**src/sv/cacfar_pkg.sv**
```systemverilog
// Shared definitions for the cell-averaging CFAR detector: default sizes,
// configuration register map and reset values, and the controller command struct.
// No dependencies.
package cacfar_pkg;

  // Default sizes handed to the top level parameters.
  localparam int MAX_REACH_DEF   = 32;
  localparam int MAX_POINTS_DEF  = 4096;
  localparam int SAMPLE_BITS_DEF = 24;

  // Fixed field and register widths.
  localparam int REACH_CFG_W = 5;
  localparam int SCALE_W     = 16;
  localparam int COUNT_W     = 13;
  localparam int CFG_DATA_W  = 16;
  localparam int CFG_INDEX_W = 2;

  // Register reset values.
  localparam logic [REACH_CFG_W-1:0] GUARD_RST  = 5'd2;
  localparam logic [REACH_CFG_W-1:0] REF_RST    = 5'd8;
  localparam logic [SCALE_W-1:0]     SCALE_RST  = 16'd1280;
  localparam logic [COUNT_W-1:0]     MAXDET_RST = 13'd4096;

  // Configuration register indexes.
  typedef enum logic [CFG_INDEX_W-1:0] {
    CFG_GUARD  = 2'd0,
    CFG_REF    = 2'd1,
    CFG_SCALE  = 2'd2,
    CFG_MAXDET = 2'd3
  } cfg_reg_t;

  // Commands from the controller to the datapath.
  typedef struct packed {
    logic push;       // write the accepted sample into the window
    logic rd;         // read one tap pair
    logic rd_first;   // the left read is the cell under test itself
    logic rd_left;    // left tap lies inside the frame
    logic rd_right;   // right tap lies inside the frame
    logic mul;        // load the two products
    logic judge;      // load the verdict into the output register
    logic frame_end;  // verdict belongs to the frame's last cell on a flush
  } dp_cmd_t;

endpackage

```
**src/sv/cacfar_ctrl.sv**
```systemverilog
// Controller of the CFAR detector: frame position, latched window shape and
// the sequence of tap reads, multiply and verdict for each cell under test.
// Depends on cacfar_pkg.
module cacfar_ctrl #(
  parameter int MAX_REACH  = cacfar_pkg::MAX_REACH_DEF,
  parameter int MAX_POINTS = cacfar_pkg::MAX_POINTS_DEF
) (
  input  logic                                  clk,
  input  logic                                  rst,
  input  logic                                  in_valid,
  output logic                                  in_stall,
  input  logic                                  frame_last,
  input  logic [cacfar_pkg::REACH_CFG_W-1:0]    guard_cells,
  input  logic [cacfar_pkg::REACH_CFG_W-1:0]    ref_cells,
  input  logic                                  out_free,
  output cacfar_pkg::dp_cmd_t                   cmd,
  output logic [$clog2(2*MAX_REACH+1)-1:0]      off_left,
  output logic [$clog2(2*MAX_REACH+1)-1:0]      off_right,
  output logic [$clog2(MAX_POINTS)-1:0]         cut_index
);

  localparam int RW       = $clog2(MAX_REACH + 1);
  localparam int OW       = $clog2(2 * MAX_REACH + 1);
  localparam int SEEN_CAP = MAX_POINTS + 2 * MAX_REACH + 2;
  localparam int SW       = $clog2(SEEN_CAP + 1);
  localparam int BW       = $clog2(MAX_POINTS);
  localparam int CW       = (RW > cacfar_pkg::REACH_CFG_W) ? RW : cacfar_pkg::REACH_CFG_W;
  localparam logic [CW-1:0] REACH_C = CW'(MAX_REACH);
  localparam logic [SW-1:0] CAP_S   = SW'(SEEN_CAP);
  localparam logic [SW-1:0] BIN_MAX = SW'(MAX_POINTS - 1);

  typedef enum logic [2:0] {S_IDLE, S_TAP, S_ACC, S_MUL, S_JUDGE} state_t;

  state_t        state;
  logic [SW-1:0] seen;
  logic [SW-1:0] cur_pos;
  logic [RW-1:0] lat_g;
  logic [RW-1:0] lat_r;
  logic [RW-1:0] c;
  logic [RW-1:0] t;
  logic          last_q;

  logic [CW-1:0] g_wide, r_room, r_wide;
  logic [RW-1:0] g_eff, r_eff, d_eff, start;
  logic          accept, reach_ok, go, done;
  logic [OW-1:0] c_o, g_o, t_o, left_off, right_reach;
  logic [SW-1:0] pos_diff;

  // Window shape: guard clipped to the reach, reference clipped to what remains.
  always_comb begin
    g_wide = (CW'(guard_cells) > REACH_C) ? REACH_C : CW'(guard_cells);
    r_room = REACH_C - g_wide;
    r_wide = (CW'(ref_cells) > r_room) ? r_room : CW'(ref_cells);
    g_eff  = (seen == '0) ? g_wide[RW-1:0] : lat_g;
    r_eff  = (seen == '0) ? r_wide[RW-1:0] : lat_r;
    d_eff  = g_eff + r_eff;
  end

  assign accept   = in_valid && (state == S_IDLE);
  assign in_stall = (state != S_IDLE);
  assign reach_ok = (seen >= SW'(d_eff));
  assign go       = reach_ok || frame_last;
  assign start    = reach_ok ? d_eff : seen[RW-1:0];
  assign done     = !last_q || (c == '0);

  // Tap offsets, counted back from the newest sample.
  always_comb begin
    c_o         = OW'(c);
    g_o         = OW'(lat_g);
    t_o         = OW'(t);
    left_off    = c_o + g_o + t_o;
    right_reach = g_o + t_o;
    off_left    = (t == '0) ? c_o : left_off;
    off_right   = c_o - right_reach;
  end

  always_comb begin
    pos_diff  = cur_pos - SW'(c);
    cut_index = (pos_diff > BIN_MAX) ? BIN_MAX[BW-1:0] : pos_diff[BW-1:0];
  end

  always_comb begin
    cmd           = '0;
    cmd.push      = accept;
    cmd.rd        = (state == S_TAP);
    cmd.rd_first  = (t == '0);
    cmd.rd_left   = (t == '0) || (SW'(left_off) <= cur_pos);
    cmd.rd_right  = (t != '0) && (c_o >= right_reach);
    cmd.mul       = (state == S_MUL);
    cmd.judge     = (state == S_JUDGE) && out_free;
    cmd.frame_end = last_q && (c == '0);
  end

  always_ff @(posedge clk) begin
    if (rst) begin
      state   <= S_IDLE;
      seen    <= '0;
      cur_pos <= '0;
      lat_g   <= '0;
      lat_r   <= '0;
      c       <= '0;
      t       <= '0;
      last_q  <= 1'b0;
    end else begin
      case (state)
        S_IDLE: begin
          if (accept) begin
            lat_g   <= g_eff;
            lat_r   <= r_eff;
            cur_pos <= seen;
            if (frame_last) begin
              seen <= '0;
            end else if (seen < CAP_S) begin
              seen <= seen + SW'(1);
            end
            last_q <= frame_last;
            c      <= start;
            t      <= '0;
            if (go) begin
              state <= S_TAP;
            end
          end
        end
        S_TAP: begin
          if (t == lat_r) begin
            state <= S_ACC;
          end else begin
            t <= t + RW'(1);
          end
        end
        S_ACC: begin
          state <= S_MUL;
        end
        S_MUL: begin
          state <= S_JUDGE;
        end
        S_JUDGE: begin
          if (out_free) begin
            if (done) begin
              state <= S_IDLE;
            end else begin
              c     <= c - RW'(1);
              t     <= '0;
              state <= S_TAP;
            end
          end
        end
        default: begin
          state <= S_IDLE;
        end
      endcase
    end
  end

endmodule

```
**config.mk**
```make
export PLATFORM = sky130hd
export DESIGN_NAME = cacfar_ctrl
export DESIGN_NICKNAME = d
export VERILOG_FILES = /design/src/sv/cacfar_pkg.sv /design/src/sv/cacfar_ctrl.sv
export SDC_FILE = /design/constraint.sdc
export NUM_CORES = 1
export LEC_CHECK = 0
export BUFFER_PORTS_ARGS = -buffer_cell sky130_fd_sc_hd__clkbuf_2
export CAP_MARGIN = 0
export CORE_MARGIN = 3
export CORE_UTILIZATION = 45
export DETAILED_ROUTE_END_ITERATION = 10
export MAX_ROUTING_LAYER = met4
export SYNTH_ARGS = -nofsm -noshare
export SYNTH_HDL_FRONTEND = slang
export SYNTH_SLANG_ARGS = --single-unit
```
**constraint.sdc**
```tcl
create_clock -name clk -period 5.57 [get_ports clk]
set_input_delay 0.8355 -clock clk [delete_from_list [all_inputs] [get_ports clk]]
set_output_delay 0.8355 -clock clk [all_outputs]
set_load 0.01 [all_outputs]
```
Word level (Yosys, flattened, before mapping)
Index checks and enable logic that the tools add are counted.

storage, ports and cells
  latch bits = 0
  logic and storage cells = 82
  output and inout bits = 35
  memory bits (writable) = 0
  memories = 0
  input port bits = 15
  memory bits (read-only) = 0
  bits in registers = 54

operators by class
  muxes and demuxes = 24
  equal/unequal tests = 11
  shift-type cells = 0
  add/sub/neg operators = 10
  reductions and logical operators = 22
  magnitude comparators = 7
  bitwise gates (word level) = 0
  divide/modulo/power cells = 0
  multiply operators = 0

operators with widths
  kind                   count
  $mux 6                 12
  $mux 13                2
  $pmux 6 s3             1
  $pmux 3 s5             1
  $add 6x6->7            2
  $add 13x1->13 const B  1
  $ge 13x6->1            1
  $gt 13x12->1 const B   1
  $le 7x13->1            1
  $logic_not 13->1       1
  $lt 13x13->1 const B   1
  $sub 13x6->13          1
  $logic_not 6->1        2
  $mux 12                1
  $mux 3                 4
  $pmux 6 s2             1
  $ne 2x2->1 const B     5
  $reduce_and 4->1       2
  $add 7x6->7            1
  $ge 6x7->1             1
  $mux 7                 1
  $sub 6x7->7            1
  $add 6x1->6 const B    1
  $add 6x6->6            1
  other kinds (20)       28

Logic depth before layout (Yosys ltp)
  depth after elaboration = 12
  depth in mapped cells = 22
  mapped depth without buffers = 22

Least setup slack after synthesis
No wires, ideal clock.

  kind = input to register
  from = input port guard_cells[0] (netlist name)
  to = register c[2]
  stages on the path = 21
  slack = 0.409 ns
  setup time = 0.075 ns
  required time = 5.495 ns
  arrival time = 5.086 ns
  path through = inv_1 > ha_1 > nor3b_1 > xor2_1 > ha_1 > and3_1 > o21ai_0 > nand3_1 > nand2_1 > mux2i_1 > o21ai_0 > ha_1 > fa_1 > a21o_1 > a21oi_1 > xor2_1 > ha_1 > a21o_1 > a2111oi_4 > mux2_2 > o22ai_1

between the ends
  longest elaborated chain between the ends = 11
  elaborated cells between the ends (all ways) = 12
  those cells by class = 2 x add/sub; 3 x order compare; 7 x mux

RTL lines
  item                  line                text
  from (decl)           cacfar_ctrl.sv:13   input logic [cacfar_pkg::REACH_CFG_W-1:0] guard_cells,
  $gt 5x6->1            cacfar_ctrl.sv:51   g_wide = (CW'(guard_cells) > REACH_C) ? REACH_C : CW'(guard_cells);
  $mux 6 *              cacfar_ctrl.sv:51
  $sub 6x6->6 *         cacfar_ctrl.sv:52   r_room = REACH_C - g_wide;
  $gt 5x6->1            cacfar_ctrl.sv:53   r_wide = (CW'(ref_cells) > r_room) ? r_room : CW'(ref_cells);
  $mux 6 *              cacfar_ctrl.sv:53
  $mux 6 *              cacfar_ctrl.sv:55   r_eff = (seen == '0) ? r_wide[RW-1:0] : lat_r;
  named net r_eff[0]    cacfar_ctrl.sv:44   logic [RW-1:0] g_eff, r_eff, d_eff, start;
  $add 6x6->6 *         cacfar_ctrl.sv:56   d_eff = g_eff + r_eff;
  $ge 13x6->1           cacfar_ctrl.sv:61   assign reach_ok = (seen >= SW'(d_eff));
  $mux 6 *              cacfar_ctrl.sv:63   assign start = reach_ok ? d_eff : seen[RW-1:0];
  $mux 6 *              cacfar_ctrl.sv:107  if (accept) begin
  $pmux 6 s2 *          cacfar_ctrl.sv:105  case (state)
  to (signal assigned)  cacfar_ctrl.sv:117  c <= start;
  to (signal assigned)  cacfar_ctrl.sv:142  c <= c - RW'(1);
  to (decl)             cacfar_ctrl.sv:39   logic [RW-1:0] c;

The timed path passes the listed nets; every way through them passes the cells marked *. The select of a mux whose other input is x is not followed.
A chain may end at the register's enable or synchronous reset.

Final worst setup path
Ends and elaborated chain as after synthesis.

==> results.sh <==
export IMPL_outcome="finished clean"
export IMPL_die_height_um=109
export IMPL_dr_total_vias=4101
export IMPL_highest_layer="met4"
export IMPL_io_pins=50
export IMPL_final_setup_viol_count=0
export IMPL_initial_core_util=0.475
export IMPL_holdCritPathClass="reg2reg"
export IMPL_drtPass1Iterations=4
export IMPL_insertion_delay_ns=0.33
export IMPL_max_stage_delay_ns=0.41
export IMPL_worstSetupStartpointType="input pin"
export IMPL_max_clock_freq_mhz=191
export IMPL_max_slew_worst_pin_slew_ns=0.984
export IMPL_setup_slack_ns=0.338
export IMPL_cts_htree_levels=2
export IMPL_tritoncts_num_buffers=5
export IMPL_count_of_input_and_output_buffers=49
export IMPL_synth_edff_count=0
export IMPL_layout_drive_gt1_share=0.144
export IMPL_period_minus_slack_ns=5.23
export IMPL_post_synth_instance_area_um2=4750
export IMPL_worst_ep_required_time_ns=5.84
export IMPL_clock_tree_root_cell="sky130_fd_sc_hd__clkbuf_8"
export IMPL_cts_hold_buf=0
export IMPL_path_max_fanout=6
export IMPL_met3_length_um=343
export IMPL_antenna_cells_inserted=0
export IMPL_aggregate_global_route_resource_usage=0.209
export IMPL_worst_path_max_delay_cell="sky130_fd_sc_hd__fa_1"
export IMPL_final_cell_count_no_fill=751
export IMPL_skew_ns=0.0123
export IMPL_finalCritPeriodShare=0.939
export IMPL_arrival_ns=5.50
export IMPL_timing_critical_path_cells="clkbuf_2 > inv_1 > ha_1 > nor3b_1 > xor2_1 > ha_1 > and3_1 > o21ai_0 > nand3_1 > nand2_1 > mux2i_1 > o21ai_0 > ha_1 > fa_1 > a21o_1 > a21oi_1 > xor2_1 > ha_1 > a21o_1 > a2111oi_4 > buf_4 > mux2_2 > o22ai_1"
export IMPL_synth_yosys_seq_area_share=0.228
export IMPL_wire_length_reported_by_the_detailed_router_um=11500
export IMPL_ys_top_cells_by_area="sky130_fd_sc_hd__dfxtp_1 23%, sky130_fd_sc_hd__ha_1 14%, sky130_fd_sc_hd__a21oi_1 5.1%"
export IMPL_number_of_unique_standard_cell_types_used_by_synthesis=62
export IMPL_timing_max_transition_violations_final=0
export IMPL_r2r_cells=15
export IMPL_post_synth_top_area_cell="sky130_fd_sc_hd__dfxtp_1"
export IMPL_cts_clk_slew_worst_paths_ns=0.11
export IMPL_min_delay_path_depth=2
export IMPL_ctsLongestPathBuffers=2
export IMPL_worst_path_class_setup="in2reg"
export IMPL_grt_first_pass_wirelength_um=19300
export IMPL_synth_ff_latch_count=54
export IMPL_place_detailed_instances=742
export IMPL_synth_net_count=660
export IMPL_wl_met1_um=5750
export IMPL_clock_sinks=54
export IMPL_tritoncts="yes"
export IMPL_dominantRegCellSynth="sky130_fd_sc_hd__dfxtp_1"
export IMPL_timing_max_cap_violations=0
export IMPL_core_um2=10000
export IMPL_nNetsFinal=697
export IMPL_relSlewSlack=0.344
export IMPL_final_fill_count=1028
export IMPL_postSynth_asyncResetShare=0
export IMPL_finalHoldViolCount=0
export IMPL_first_global_vias=3857
export IMPL_drt_first_iter_violations=180
export IMPL_route_antenna_remaining_nets=0
export IMPL_power_per_cell_area_nw_per_um2=277
export IMPL_vdd_drop_max_uv=131
export IMPL_grt_ovfl_total=0
export IMPL_yosys_warnings=0
export IMPL_synth_top_area_share=0.228
export IMPL_number_of_antenna_violations_at_the_first_check_in_global_routing=0
export IMPL_routed_wl_met2_um=5260
export IMPL_die_w_um=109
export IMPL_drc=0
export IMPL_route_detailed_wl_per_inst_um=15.3
export IMPL_synthesis_instances=580
export IMPL_route_detailed_vias_per_inst=5.46
export IMPL_area_growth_synth_to_final_pct=8.99
export IMPL_grt_max_degree=37
export IMPL_place_worst_setup_slack_ns=-0.0444
export IMPL_cp_end_kind="register"
export IMPL_leakagePower_nw=2.25
export IMPL_gp_congestion=0.865
export IMPL_design_die_area_um2=11800
export IMPL_post_syn_area_per_cell_um2=8.18
export IMPL_fp_row_count=36
export IMPL_place_detailed_hpwl_um=9140
export IMPL_crit_top_cell="sky130_fd_sc_hd__ha_1"
## power by group
group	internal, mW	switching (mW)
Clock	0.0903	0.145
Combinational	0.321	0.425
Sequential	0.410	0.0435
## cells in the mapped netlist, drive strengths merged, types with 5 or more instances
cell,instances
a211oi,9
a21o,14
a21oi,48
a31oi,5
and2,5
and3,7
buf,9
clkbuf,14
dfxtp,54
fa,11
ha,54
inv,45
mux2,13
mux2i,10
nand2,64
nand2b,8
nand3,7
nand4,13
nor2,45
nor3,12
nor3b,5
nor4,6
o21ai,30
xnor2,25
xor2,19
## timing repair
item,in CTS,in global routing
resized for setup,0,1
setup buffers,0,1
setup endpoints to repair,0,7
hold endpoints to repair,0,0
## cell type report
cell class / instances / area (µm²) / share of cell area
Tap cell: 133 / 166 / 0.0322
Multi-Input combinational cell: 458 / 3390 / 0.655
Clock inverter: 3 / 23.8 / 0.00460
Timing Repair Buffer: 53 / 275 / 0.0532
Sequential cell: 54 / 1080 / 0.209
Inverter: 45 / 169 / 0.0327
Clock buffer: 5 / 68.8 / 0.0133
## cell families after synthesis
logic type	synth area share
AND/OR/NAND/NOR	0.220
flip-flops	0.228
buffers and inverters	0.0583
AO/OA/AOI/OAI	0.172
multiplexers	0.0519
adder cells (fa/ha/maj)	0.189
XOR/XNOR	0.0812
## stage by stage
step / cell area, µm² / utilization / power (mW) / TNS [ns] / hold WS [ns]
6_report: 5170 / 0.517 / 1.43 / 0 / 0.495
5_1_grt: 5170 / 0.517 / 1.56 / -0.0311 / 0.529
4_1_cts: 5160 / 0.517 / 1.45 / 0 / 0.498
3_5_place_dp: 5070 / 0.507 / 1.21 / -0.139 / 0.483
3_3_place_gp: 5070 / 0.507 / 1.20 / 0 / 0.474
2_1_floorplan: 4750 / - / 1.00 / 0 / 0.453
## final timing paths
check	start	to	slack, ns
worst max-delay path	guard_cells[0]	c[2]	0.34
worst min-delay path	cur_pos[0]	cur_pos[0]	0.50
worst max register to register	seen[6]	c[2]	1.44
worst min register to register	cur_pos[0]	cur_pos[0]	0.50
## critical path: cells and delay by family
family | cells | cell delay (ns)
AOI/OAI and AO/OA | 7 | 1.17
xor gates and xnor gates | 2 | 0.45
adders and majority gates | 5 | 1.41
buffers and inverters | 3 | 0.41
muxes | 2 | 0.60
and+or+nand+nor | 4 | 0.64
## flip-flops by register name (all words and copies together) (netlist names)
| register | count |
|---|---|
| c | 6 |
| last_q | 1 |
| state | 3 |
| t | 6 |
| cur_pos | 13 |
| lat_g | 6 |
| seen | 13 |
| lat_r | 6 |
## layout by cell type, fill, tap and decap left out, types with 3 or more instances in the layout
master and count:
sky130_fd_sc_hd__nand2_1 63, sky130_fd_sc_hd__ha_1 54, sky130_fd_sc_hd__dfxtp_1 54, sky130_fd_sc_hd__clkbuf_2 49, sky130_fd_sc_hd__a21oi_1 48, sky130_fd_sc_hd__inv_1 45
sky130_fd_sc_hd__nor2_1 44, sky130_fd_sc_hd__o21ai_0 28, sky130_fd_sc_hd__xnor2_1 25, sky130_fd_sc_hd__xor2_1 19, sky130_fd_sc_hd__a21o_1 14, sky130_fd_sc_hd__mux2_2 13
sky130_fd_sc_hd__nand4_1 12, sky130_fd_sc_hd__nor3_1 11, sky130_fd_sc_hd__fa_1 11, sky130_fd_sc_hd__mux2i_1 10, sky130_fd_sc_hd__a211oi_1 8, sky130_fd_sc_hd__nand2b_1 8
sky130_fd_sc_hd__and3_1 7, sky130_fd_sc_hd__nand3_1 7, sky130_fd_sc_hd__nor3b_1 5, sky130_fd_sc_hd__a31oi_1 5, sky130_fd_sc_hd__and2_1 5, sky130_fd_sc_hd__clkbuf_8 5
sky130_fd_sc_hd__nor2b_1 4, sky130_fd_sc_hd__or3_1 4, sky130_fd_sc_hd__nand3b_1 4, sky130_fd_sc_hd__o211ai_1 4, sky130_fd_sc_hd__buf_4 4, sky130_fd_sc_hd__nor4b_1 3
sky130_fd_sc_hd__nor4_1 3, sky130_fd_sc_hd__or4_1 3
## layer usage
| metal | vias up | track usage |
|---|---|---|
| li1 | 2111 | - |
| met1 | 1922 | 0.288 |
| met2 | 62 | 0.331 |
| met3 | 6 | 0.0255 |
| met4 | 0 | 0.0469 |
| met5 | - | - |
No activity file was read; power rests on OpenSTA's default activity.
